[src/hw/rtl/dnsqb_pkg.sv]
// shared types, constants and helper functions of the dns query builder
package dnsqb_pkg;

	localparam int MAX_PACKET_DEF = 512;
	localparam int MAX_LABEL_DEF  = 63;

	localparam int CAP_W   = 10;
	localparam int POS_W   = CAP_W + 1;
	localparam int CNT_W   = 7;
	localparam int STEP_W  = 4;
	localparam int QDEPTH  = 4;
	localparam int QPTR_W  = $clog2(QDEPTH);
	localparam int QCNT_W  = $clog2(QDEPTH + 1);

	localparam logic [POS_W-1:0]  HDR_LEN    = POS_W'(12);
	localparam logic [STEP_W-1:0] HDR_LAST   = STEP_W'(11);
	localparam logic [STEP_W-1:0] TAIL_LAST  = STEP_W'(5);
	localparam logic [POS_W-1:0]  TAIL_LEN   = POS_W'(5);
	localparam logic [15:0]       DNS_FLAGS  = 16'h0100;
	localparam logic [15:0]       QD_COUNT   = 16'h0001;
	localparam logic [15:0]       QCLASS_IN  = 16'h0001;
	localparam logic [7:0]        CHAR_DOT   = 8'd46;
	localparam logic [7:0]        CHAR_END   = 8'd0;

	localparam logic [CAP_W-1:0] CAPACITY_RST   = CAP_W'(512);
	localparam logic [15:0]      QUERY_TYPE_RST = 16'd15;

	localparam logic [2:0] ADDR_CAPACITY   = 3'd0;
	localparam logic [2:0] ADDR_QUERY_TYPE = 3'd4;

	typedef enum logic [1:0] {
		CMD_HDR,
		CMD_ONE,
		CMD_ERR,
		CMD_TAIL
	} cmd_kind_t;

	typedef struct packed {
		cmd_kind_t        kind;
		logic [15:0]      txn_id;
		logic [POS_W-1:0] pos_a;
		logic [7:0]       byte_a;
		logic [POS_W-1:0] base;
	} cmd_t;

	function automatic logic [7:0] hdr_byte(input logic [15:0] id, input logic [STEP_W-1:0] idx);
		logic [7:0] b;
		b = 8'd0;
		case (idx)
			4'd0: b = id[15:8];
			4'd1: b = id[7:0];
			4'd2: b = DNS_FLAGS[15:8];
			4'd3: b = DNS_FLAGS[7:0];
			4'd4: b = QD_COUNT[15:8];
			4'd5: b = QD_COUNT[7:0];
			default: b = 8'd0;
		endcase
		return b;
	endfunction

	// idx 0 is the root terminator, then qtype and qclass big-endian
	function automatic logic [7:0] tail_byte(input logic [15:0] qtype, input logic [STEP_W-1:0] idx);
		logic [7:0] b;
		b = 8'd0;
		case (idx)
			4'd1: b = qtype[15:8];
			4'd2: b = qtype[7:0];
			4'd3: b = QCLASS_IN[15:8];
			4'd4: b = QCLASS_IN[7:0];
			default: b = 8'd0;
		endcase
		return b;
	endfunction

endpackage

[src/hw/rtl/dnsqb_front.sv]
// front end: accepts items, tracks label state and issues write commands
module dnsqb_front #(
	parameter int MAX_LABEL = dnsqb_pkg::MAX_LABEL_DEF
) (
	input  logic                        clk,
	input  logic                        arst_n,
	input  logic                        in_valid,
	output logic                        in_ready,
	input  logic                        req_type,
	input  logic [15:0]                 txn_id,
	input  logic [7:0]                  char_code,
	input  logic [dnsqb_pkg::POS_W-1:0] eff_cap,
	input  logic                        q_full,
	output logic                        q_push,
	output dnsqb_pkg::cmd_t             q_cmd
);
	import dnsqb_pkg::*;

	logic             active_q, active_d;
	logic [POS_W-1:0] write_pos_q, write_pos_d;
	logic [POS_W-1:0] label_pos_q, label_pos_d;
	logic [CNT_W-1:0] label_cnt_q, label_cnt_d;
	logic             acc;
	logic             bad_label;

	assign in_ready = !q_full;
	assign acc      = in_valid && in_ready;

	assign bad_label = (label_cnt_q == '0) || (label_cnt_q > CNT_W'(MAX_LABEL));

	always_comb begin
		active_d    = active_q;
		write_pos_d = write_pos_q;
		label_pos_d = label_pos_q;
		label_cnt_d = label_cnt_q;
		q_push      = 1'b0;
		q_cmd       = '0;
		q_cmd.kind  = CMD_ONE;
		if (acc) begin
			if (!req_type) begin
				q_push        = 1'b1;
				q_cmd.kind    = CMD_HDR;
				q_cmd.txn_id  = txn_id;
				active_d      = (eff_cap >= HDR_LEN);
				label_pos_d   = HDR_LEN;
				write_pos_d   = HDR_LEN + POS_W'(1);
				label_cnt_d   = '0;
			end else if (active_q) begin
				q_push = 1'b1;
				if (char_code == CHAR_DOT || char_code == CHAR_END) begin
					if (bad_label) begin
						q_cmd.kind = CMD_ERR;
						active_d   = 1'b0;
					end else if (char_code == CHAR_END) begin
						q_cmd.kind   = CMD_TAIL;
						q_cmd.pos_a  = label_pos_q;
						q_cmd.byte_a = {1'b0, label_cnt_q};
						q_cmd.base   = write_pos_q;
						active_d     = 1'b0;
					end else begin
						q_cmd.kind   = CMD_ONE;
						q_cmd.pos_a  = label_pos_q;
						q_cmd.byte_a = {1'b0, label_cnt_q};
						if (label_pos_q >= eff_cap) begin
							active_d = 1'b0;
						end else begin
							label_pos_d = write_pos_q;
							write_pos_d = write_pos_q + POS_W'(1);
							label_cnt_d = '0;
						end
					end
				end else begin
					q_cmd.kind   = CMD_ONE;
					q_cmd.pos_a  = write_pos_q;
					q_cmd.byte_a = char_code;
					if (write_pos_q >= eff_cap) begin
						active_d = 1'b0;
					end else begin
						write_pos_d = write_pos_q + POS_W'(1);
						// saturates one past the limit, enough to flag the label
						if (label_cnt_q <= CNT_W'(MAX_LABEL)) begin
							label_cnt_d = label_cnt_q + CNT_W'(1);
						end
					end
				end
			end
		end
	end

	always_ff @(posedge clk or negedge arst_n) begin
		if (!arst_n) begin
			active_q    <= 1'b0;
			write_pos_q <= '0;
			label_pos_q <= '0;
			label_cnt_q <= '0;
		end else begin
			active_q    <= active_d;
			write_pos_q <= write_pos_d;
			label_pos_q <= label_pos_d;
			label_cnt_q <= label_cnt_d;
		end
	end

endmodule

[src/hw/rtl/dnsqb_cmd_fifo.sv]
// short command queue between front and back
module dnsqb_cmd_fifo (
	input  logic            clk,
	input  logic            arst_n,
	input  logic            push,
	input  dnsqb_pkg::cmd_t push_cmd,
	output logic            full,
	input  logic            pop,
	output logic            head_valid,
	output dnsqb_pkg::cmd_t head_cmd
);
	import dnsqb_pkg::*;

	cmd_t              slot_q [QDEPTH];
	logic [QPTR_W-1:0] wr_ptr_q;
	logic [QPTR_W-1:0] rd_ptr_q;
	logic [QCNT_W-1:0] count_q;
	logic              do_push;
	logic              do_pop;

	assign full       = (count_q == QCNT_W'(QDEPTH));
	assign head_valid = (count_q != '0);
	assign head_cmd   = slot_q[rd_ptr_q];
	assign do_push    = push && !full;
	assign do_pop     = pop && head_valid;

	always_ff @(posedge clk) begin
		if (do_push) begin
			slot_q[wr_ptr_q] <= push_cmd;
		end
	end

	always_ff @(posedge clk or negedge arst_n) begin
		if (!arst_n) begin
			wr_ptr_q <= '0;
			rd_ptr_q <= '0;
			count_q  <= '0;
		end else begin
			if (do_push) begin
				wr_ptr_q <= wr_ptr_q + QPTR_W'(1);
			end
			if (do_pop) begin
				rd_ptr_q <= rd_ptr_q + QPTR_W'(1);
			end
			if (do_push && !do_pop) begin
				count_q <= count_q + QCNT_W'(1);
			end else if (do_pop && !do_push) begin
				count_q <= count_q - QCNT_W'(1);
			end
		end
	end

endmodule

[src/hw/rtl/dnsqb_back.sv]
// back end: expands commands to byte writes, one item per unstalled cycle
module dnsqb_back (
	input  logic                        clk,
	input  logic                        arst_n,
	input  logic                        head_valid,
	input  dnsqb_pkg::cmd_t             head_cmd,
	output logic                        pop,
	input  logic [dnsqb_pkg::POS_W-1:0] eff_cap,
	input  logic [15:0]                 query_type,
	output logic                        out_valid,
	input  logic                        out_ready,
	output logic [8:0]                  offset,
	output logic [7:0]                  out_byte,
	output logic                        is_error,
	output logic                        done_res,
	output logic [9:0]                  query_length,
	output logic                        last
);
	import dnsqb_pkg::*;

	logic [STEP_W-1:0] step_q;
	logic              out_valid_q;
	logic [8:0]        offset_q;
	logic [7:0]        byte_q;
	logic              err_q;
	logic              done_q;
	logic [9:0]        len_q;
	logic              last_q;

	logic [POS_W-1:0]  pos;
	logic [7:0]        wbyte;
	logic              force_err;
	logic              final_step;
	logic              err;
	logic              done;
	logic [POS_W-1:0]  total_len;
	logic              advance;
	logic              res_last;
	logic [STEP_W-1:0] tail_idx;

	assign tail_idx  = step_q - STEP_W'(1);
	assign total_len = head_cmd.base + TAIL_LEN;

	always_comb begin
		pos        = head_cmd.pos_a;
		wbyte      = head_cmd.byte_a;
		force_err  = 1'b0;
		final_step = 1'b1;
		unique case (head_cmd.kind)
			CMD_HDR: begin
				pos        = POS_W'(step_q);
				wbyte      = hdr_byte(head_cmd.txn_id, step_q);
				final_step = (step_q == HDR_LAST);
			end
			CMD_ONE: begin
				final_step = 1'b1;
			end
			CMD_ERR: begin
				force_err = 1'b1;
			end
			CMD_TAIL: begin
				// step zero closes the last label, then five tail bytes
				if (step_q != '0) begin
					pos   = head_cmd.base + POS_W'(tail_idx);
					wbyte = tail_byte(query_type, tail_idx);
				end
				final_step = (step_q == TAIL_LAST);
			end
			default: begin
				force_err = 1'b1;
			end
		endcase
	end

	assign err      = force_err || (pos >= eff_cap);
	assign done     = !err && final_step && (head_cmd.kind == CMD_TAIL);
	assign res_last = err || final_step;
	assign advance  = head_valid && (!out_valid_q || out_ready);
	assign pop      = advance && res_last;

	always_ff @(posedge clk) begin
		if (advance) begin
			offset_q <= err ? 9'd0 : pos[8:0];
			byte_q   <= err ? 8'd0 : wbyte;
			err_q    <= err;
			done_q   <= done;
			len_q    <= done ? total_len[9:0] : 10'd0;
			last_q   <= res_last;
		end
	end

	always_ff @(posedge clk or negedge arst_n) begin
		if (!arst_n) begin
			out_valid_q <= 1'b0;
			step_q      <= '0;
		end else begin
			if (advance) begin
				out_valid_q <= 1'b1;
			end else if (out_ready) begin
				out_valid_q <= 1'b0;
			end
			if (advance) begin
				step_q <= res_last ? '0 : step_q + STEP_W'(1);
			end
		end
	end

	assign out_valid    = out_valid_q;
	assign offset       = offset_q;
	assign out_byte     = byte_q;
	assign is_error     = err_q;
	assign done_res     = done_q;
	assign query_length = len_q;
	assign last         = last_q;

endmodule

[src/hw/rtl/dns_query_builder_top.sv]
// top level of the dns query builder: config registers, front, queue and back
//  - s_axis carries one item per handshake: tuser selects start (0) or name
//    character (1); tdata holds the transaction id and the character
//  - a start item yields the 12 header bytes as 12 result items; a name
//    character yields one item; the closing zero yields up to six items
//    (label length, terminator, qtype, qclass); any error yields one error
//    item and ends the query
//  - m_axis carries one result item per cycle while tready is high, tlast on the
//    final item of each input item; characters while no query is open give nothing
//  - path: with the queue empty, an accepted item is written into a queue
//    slot, and its first result is then registered in the output register
//  - throughput: one input item per cycle when each gives one result and m_axis
//    does not stall; the back end emits one result item per cycle and a
//    four-entry command queue absorbs header and tail bursts, so s_axis_tready
//    only drops while the queue is full
//  - when m_axis stalls the output register holds, the back end stops and
//    the queue fills before the input side is held off
//  - reset clears the query state and the queue; capacity returns to 512
//    and query_type to 15 (mx); no clearing pass is needed
//  - apb writes capacity (0x0), query_type (0x4); user must write only while idle, not enforced
module dns_query_builder_top #(
	parameter int MAX_LABEL  = dnsqb_pkg::MAX_LABEL_DEF
) (
	input  logic        clk,
	input  logic        arst_n,
	// input items
	input  logic        s_axis_tvalid,
	output logic        s_axis_tready,
	input  logic [23:0] s_axis_tdata,   // txn_id[15:0], char_code[23:16]
	input  logic        s_axis_tuser,   // req_type
	// result items
	output logic        m_axis_tvalid,
	input  logic        m_axis_tready,
	output logic [31:0] m_axis_tdata,   // offset[8:0], out_byte[16:9], query_length[26:17], zero pad
	output logic [1:0]  m_axis_tuser,   // is_error[0], done_res[1]
	output logic        m_axis_tlast,
	// configuration
	input  logic        psel,
	input  logic        penable,
	input  logic        pwrite,
	input  logic [2:0]  paddr,
	input  logic [31:0] pwdata,
	output logic [31:0] prdata,
	output logic        pready
);
	import dnsqb_pkg::*;

	logic [CAP_W-1:0] capacity_q;
	logic [15:0]      query_type_q;
	logic [POS_W-1:0] eff_cap;
	logic             cfg_wr;

	logic             q_push;
	cmd_t             q_cmd;
	logic             q_full;
	logic             q_pop;
	logic             head_valid;
	cmd_t             head_cmd;

	logic [8:0]       res_offset;
	logic [7:0]       res_byte;
	logic             res_err;
	logic             res_done;
	logic [9:0]       res_len;

	// apb: zero wait state, write on the access cycle
	assign pready = 1'b1;
	assign cfg_wr = psel && penable && pwrite && pready;

	always_ff @(posedge clk or negedge arst_n) begin
		if (!arst_n) begin
			capacity_q   <= CAPACITY_RST;
			query_type_q <= QUERY_TYPE_RST;
		end else if (cfg_wr) begin
			if (paddr == ADDR_CAPACITY) begin
				capacity_q <= pwdata[CAP_W-1:0];
			end else if (paddr == ADDR_QUERY_TYPE) begin
				query_type_q <= pwdata[15:0];
			end
		end
	end

	always_comb begin
		prdata = 32'd0;
		if (paddr == ADDR_CAPACITY) begin
			prdata = 32'(capacity_q);
		end else if (paddr == ADDR_QUERY_TYPE) begin
			prdata = 32'(query_type_q);
		end
	end

	// capacity beyond the packet buffer acts as the buffer size
	assign eff_cap = (32'(capacity_q) > MAX_PACKET_DEF) ? POS_W'(MAX_PACKET_DEF)
		: POS_W'(capacity_q);

	// front: label bookkeeping at one item per cycle while the queue is not full
	dnsqb_front #(
		.MAX_LABEL (MAX_LABEL)
	) u_front (
		.clk       (clk),
		.arst_n    (arst_n),
		.in_valid  (s_axis_tvalid),
		.in_ready  (s_axis_tready),
		.req_type  (s_axis_tuser),
		.txn_id    (s_axis_tdata[15:0]),
		.char_code (s_axis_tdata[23:16]),
		.eff_cap   (eff_cap),
		.q_full    (q_full),
		.q_push    (q_push),
		.q_cmd     (q_cmd)
	);

	// queue of pending write commands
	dnsqb_cmd_fifo u_fifo (
		.clk        (clk),
		.arst_n     (arst_n),
		.push       (q_push),
		.push_cmd   (q_cmd),
		.full       (q_full),
		.pop        (q_pop),
		.head_valid (head_valid),
		.head_cmd   (head_cmd)
	);

	// back: one byte write per cycle into the output register while m_axis is not stalled
	dnsqb_back u_back (
		.clk          (clk),
		.arst_n       (arst_n),
		.head_valid   (head_valid),
		.head_cmd     (head_cmd),
		.pop          (q_pop),
		.eff_cap      (eff_cap),
		.query_type   (query_type_q),
		.out_valid    (m_axis_tvalid),
		.out_ready    (m_axis_tready),
		.offset       (res_offset),
		.out_byte     (res_byte),
		.is_error     (res_err),
		.done_res     (res_done),
		.query_length (res_len),
		.last         (m_axis_tlast)
	);

	assign m_axis_tdata = {5'd0, res_len, res_byte, res_offset};
	assign m_axis_tuser = {res_done, res_err};

endmodule

[config.mk]
export PLATFORM = sky130hd
export DESIGN_NAME = dns_query_builder_top
export DESIGN_NICKNAME = d
export VERILOG_FILES = /design/src/hw/rtl/dnsqb_pkg.sv /design/src/hw/rtl/dnsqb_front.sv /design/src/hw/rtl/dnsqb_cmd_fifo.sv /design/src/hw/rtl/dnsqb_back.sv /design/src/hw/rtl/dns_query_builder_top.sv
export SDC_FILE = /design/constraint.sdc
export NUM_CORES = 1
export LEC_CHECK = 0
export BUFFER_PORTS_ARGS = -buffer_cell sky130_fd_sc_hd__buf_2
export CAP_MARGIN = 20
export CORE_MARGIN = 3
export CORE_UTILIZATION = 64
export DETAILED_ROUTE_END_ITERATION = 8
export PLACE_DENSITY = 0.82
export SETUP_SLACK_MARGIN = 0.3
export SLEW_MARGIN = 20
export SYNTH_ARGS = -nofsm -noshare
export SYNTH_HDL_FRONTEND = slang
export SYNTH_SLANG_ARGS = --single-unit
[constraint.sdc]
create_clock -name clk -period 13.7 [get_ports clk]
set_clock_uncertainty 0.05 [all_clocks]
set_input_delay 1.37 -clock clk [delete_from_list [all_inputs] [get_ports clk]]
set_output_delay 1.37 -clock clk [all_outputs]
set_load 0.02 [all_outputs]
==> impl_metrics.sql <==
INSERT INTO impl_metrics (metric_group, metric, value, unit) VALUES
('run_status', 'status', 'complete, no violations', ''),
('synth', 'synthesis.area', '14000', 'um^2'),
('sta', 'achievable-frequency', '0.153', 'GHz'),
('synth', 'synthesized_area_fraction_occupied_by_ao_oa_aoi_and_oai_cells', '0.0789', ''),
('layout', 'post_layout_nonfiller_instances', '1421', ''),
('route', 'viasPerCell', '6.44', ''),
('layout', 'num-nets-final', '1246', ''),
('layout', 'final_layout_size_suffix_gt1_frac', '0.220', ''),
('global_route', 'grt_overflow_total', '0', ''),
('sta', 'final.hold.worst_slack', '0.430', 'ns'),
('clock_network', 'clk_latency_worst_skew_pair', '0.54', 'ns'),
('placement', 'dp_worst_setup_slack', '7.11', 'ns'),
('synth', 'postSynth.topFlopCell', 'sky130_fd_sc_hd__edfxtp_1', ''),
('clock_network', 'cts_hold_buf', '0', ''),
('sta', 'layout_setup_ws', '7.17', 'ns'),
('sta', 'rsz0062_at_grt', 'false', ''),
('sta', 'finalSetupTns', '0', 'ns'),
('setup_path', 'worstPathRequired', '14.11', 'ns'),
('synth', 'post_synth_fa_ha_maj_area_fraction', '0.0485', ''),
('setup_path', 'timing_worst_setup_path_type', 'flip-flop to flip-flop', ''),
('clock_network', 'cts_root_buffer', 'sky130_fd_sc_hd__clkbuf_16', ''),
('setup_path', 'worstPathArrival', '6.94', 'ns'),
('floorplan', 'dieArea', '23700', 'um^2'),
('clock_network', 'cts_repair_resize_count', '0', ''),
('synth', 'synth_cells', '1037', ''),
('synth', 'synth_top_family_by_area', 'multiplexers', ''),
('clock_network', 'cts_buffers', '29', ''),
('synth', 'synth-async-reset-ratio', '0.234', ''),
('route', 'post_drt_wl_per_cell', '22.7', 'um'),
('synth', 'synthesis.yosys.warnings', '0', ''),
('clock_network', 'ctsLongestPathBuffers', '3', ''),
('route', 'drt_first_iter_violations', '955', ''),
('synth', 'synth_cell_type_count', '74', ''),
('power_and_ir_drop', 'power_leakage', '5.94', 'nW'),
('route', 'antenna_violating_nets_post_route', '0', ''),
('sta', 'final_max_slew_viol_count', '0', ''),
('synth', 'share_of_synthesized_cell_area_in_and_or_nand_and_nor_gates', '0.110', ''),
('sta', 'hold_viol_final', '0', ''),
('sta', 'timing.max_slew.rel_slack', '0.290', ''),
('synth', 'yosys_register_bits', '290', ''),
('layout', 'diodes', '0', ''),
('sta', 'period_share', '0.477', ''),
('route', 'firstDrtPassIters', '5', ''),
('floorplan', 'die_boundary_height', '154', 'um'),
('floorplan', 'io_pins', '137', ''),
('placement', 'dpl.cell_count', '1370', ''),
('clock_network', 'h_tree_lvl_count', '1', ''),
('global_route', 'globalRouteTotalUtil', '0.274', ''),
('hold_path', 'worst_hold_path_type', 'flip-flop to flip-flop', ''),
('floorplan', 'core.rowCount', '53', ''),
('floorplan', 'die_width', '154', 'um'),
('power_and_ir_drop', 'power-per-cell-area', '219', 'nW/um^2'),
('route', 'residual_drc_count', '0', ''),
('job', 'maxCapViolations', '0', ''),
('sta', 'tightestPinTransition', '1.07', 'ns'),
('route', 'drt_wl_total', '32.3', 'mm'),
('power_and_ir_drop', 'vdd_ir_drop_max', '0.140', 'mV'),
('layout', 'mostFrequentLayoutCells', 'sky130_fd_sc_hd__edfxtp_1, sky130_fd_sc_hd__nand2_1, sky130_fd_sc_hd__buf_2', ''),
('placement', 'port_buffers', '98', ''),
('hold_path', 'whs_path_depth', '1', ''),
('global_route', 'vias_in_the_first_global_route', '8997', ''),
('global_route', 'grt_first_pass_wirelength', '50.6', 'mm'),
('global_route', 'grt_max_degree', '69', ''),
('route', 'detailroute.via_count', '9150', ''),
('setup_path', 'worst_r2r_path_depth', '24', ''),
('synth', 'multiplexer_share_of_the_synthesized_area', '0.110', ''),
('floorplan', 'initial_core_util', '0.659', ''),
('placement', 'place.gp.congestion', '0.903', ''),
('layout', 'mostFrequentLayoutCell', 'sky130_fd_sc_hd__edfxtp_1', ''),
('clock_network', 'tritoncts', 'built', ''),
('synth', 'post_synth_xor_area_fraction', '0.0163', '');
[final timing paths]
path                                            to  slack (ns)                from
worst min-delay path             u_fifo.count_q[2]        0.43   u_fifo.count_q[2]
min in group asynchronous         query_type_q[14]        1.00              arst_n
worst max register to register   u_fifo.count_q[2]        7.17  u_fifo.rd_ptr_q[0]
worst max-delay path             u_fifo.count_q[2]        7.17  u_fifo.rd_ptr_q[0]
worst min register to register   u_fifo.count_q[2]        0.43   u_fifo.count_q[2]
max in group asynchronous       u_fifo.rd_ptr_q[0]       11.91              arst_n
[final cells by class]
class	count	area (um^2)
clock buffer	34	744
clock inverter	17	91.3
fill	1316	5800
inverter	30	113
multi-input combinational	665	5170
sequential	290	8380
tap	275	344
timing repair buffer	110	581
[synthesized netlist by cell type, drive strengths merged, types with 28 or more instances]
cell    instances  area, um^2
a21oi          45         229
ha             51         638
o21ai          40         204
mux4           48        1080
inv            29         109
buf            43         302
nor2           55         224
dfrtp          63        1580
edfxtp        222        6670
nand3          30         150
and2           33         206
nand2         106         398
clkbuf         29         109
mux2           28         315
[sequential cells by signal, summed over array words and instances, names as in the netlist]
register             flops
u_back.offset            9
u_back.query_length     10
u_back.out_valid         1
u_fifo.rd_ptr_q          2
u_back.last              1
u_front.write_pos_q     11
u_front.label_cnt_q      7
u_back.is_error          1
capacity_q              10
query_type_q            16
u_front.active_q         1
u_back.done_res          1
u_fifo.wr_ptr_q          2
u_back.out_byte          8
u_front.label_pos_q     11
u_back.step_q            4
u_fifo.count_q           3
u_fifo.slot_q          192
[kinds of logic after synthesis]
kind of cell / count (synthesis)
compound gates: 166
other cells: 2
simple gates: 308
buf+inv: 102
mux: 90
xor+xnor: 26
fa+ha+maj: 53
flops: 290
[critical path, cell delays in order, from the launching register on]
cell	delay, ns
sky130_fd_sc_hd__dfrtp_4	0.67
sky130_fd_sc_hd__buf_4	0.59
sky130_fd_sc_hd__mux4_2	0.66
sky130_fd_sc_hd__ha_1	0.30
sky130_fd_sc_hd__a21o_1	0.15
sky130_fd_sc_hd__a21oi_1	0.21
sky130_fd_sc_hd__nor2b_1	0.07
sky130_fd_sc_hd__o21ai_0	0.41
sky130_fd_sc_hd__nor2_1	0.12
sky130_fd_sc_hd__mux2i_1	0.19
sky130_fd_sc_hd__o21ai_0	0.11
sky130_fd_sc_hd__ha_1	0.33
sky130_fd_sc_hd__and3_1	0.19
sky130_fd_sc_hd__a22oi_1	0.18
sky130_fd_sc_hd__nand4_1	0.12
sky130_fd_sc_hd__a31oi_1	0.24
sky130_fd_sc_hd__o21ai_2	0.35
sky130_fd_sc_hd__o21a_1	0.36
sky130_fd_sc_hd__inv_1	0.08
sky130_fd_sc_hd__ha_1	0.18
sky130_fd_sc_hd__inv_1	0.06
sky130_fd_sc_hd__fa_1	0.37
sky130_fd_sc_hd__xor2_1	0.16
sky130_fd_sc_hd__nor2_1	0.11
sky130_fd_sc_hd__xor2_1	0.15
[routing by layer]
layer / GRT usage / vias up / routed length (um)
met4: 0.108 / 0 / 1370
met2: 0.429 / 525 / 15100
li1: - / 4039 / -
met3: 0.0594 / 92 / 3210
met1: 0.381 / 4494 / 12600
met5: 0 / - / 0
[metrics by stage]
| step | power (mW) | instance area, um^2 | util |
|---|---|---|---|
| 2_1_floorplan | 2.29 | 14100 | - |
| 3_3_place_gp | 2.61 | 14600 | 0.687 |
| 3_5_place_dp | 2.66 | 14600 | 0.687 |
| 4_1_cts | 3.37 | 15400 | 0.727 |
| 5_1_grt | 3.55 | 15400 | 0.727 |
| 6_report | 3.37 | 15400 | 0.727 |
[where the power goes]
part / internal (mW) / switching (mW) / total, mW
Clock: 0.387 / 0.321 / 0.708
Combinational: 0.519 / 0.833 / 1.35
Sequential: 1.19 / 0.127 / 1.31
No activity file was read; power rests on OpenSTA's default activity.
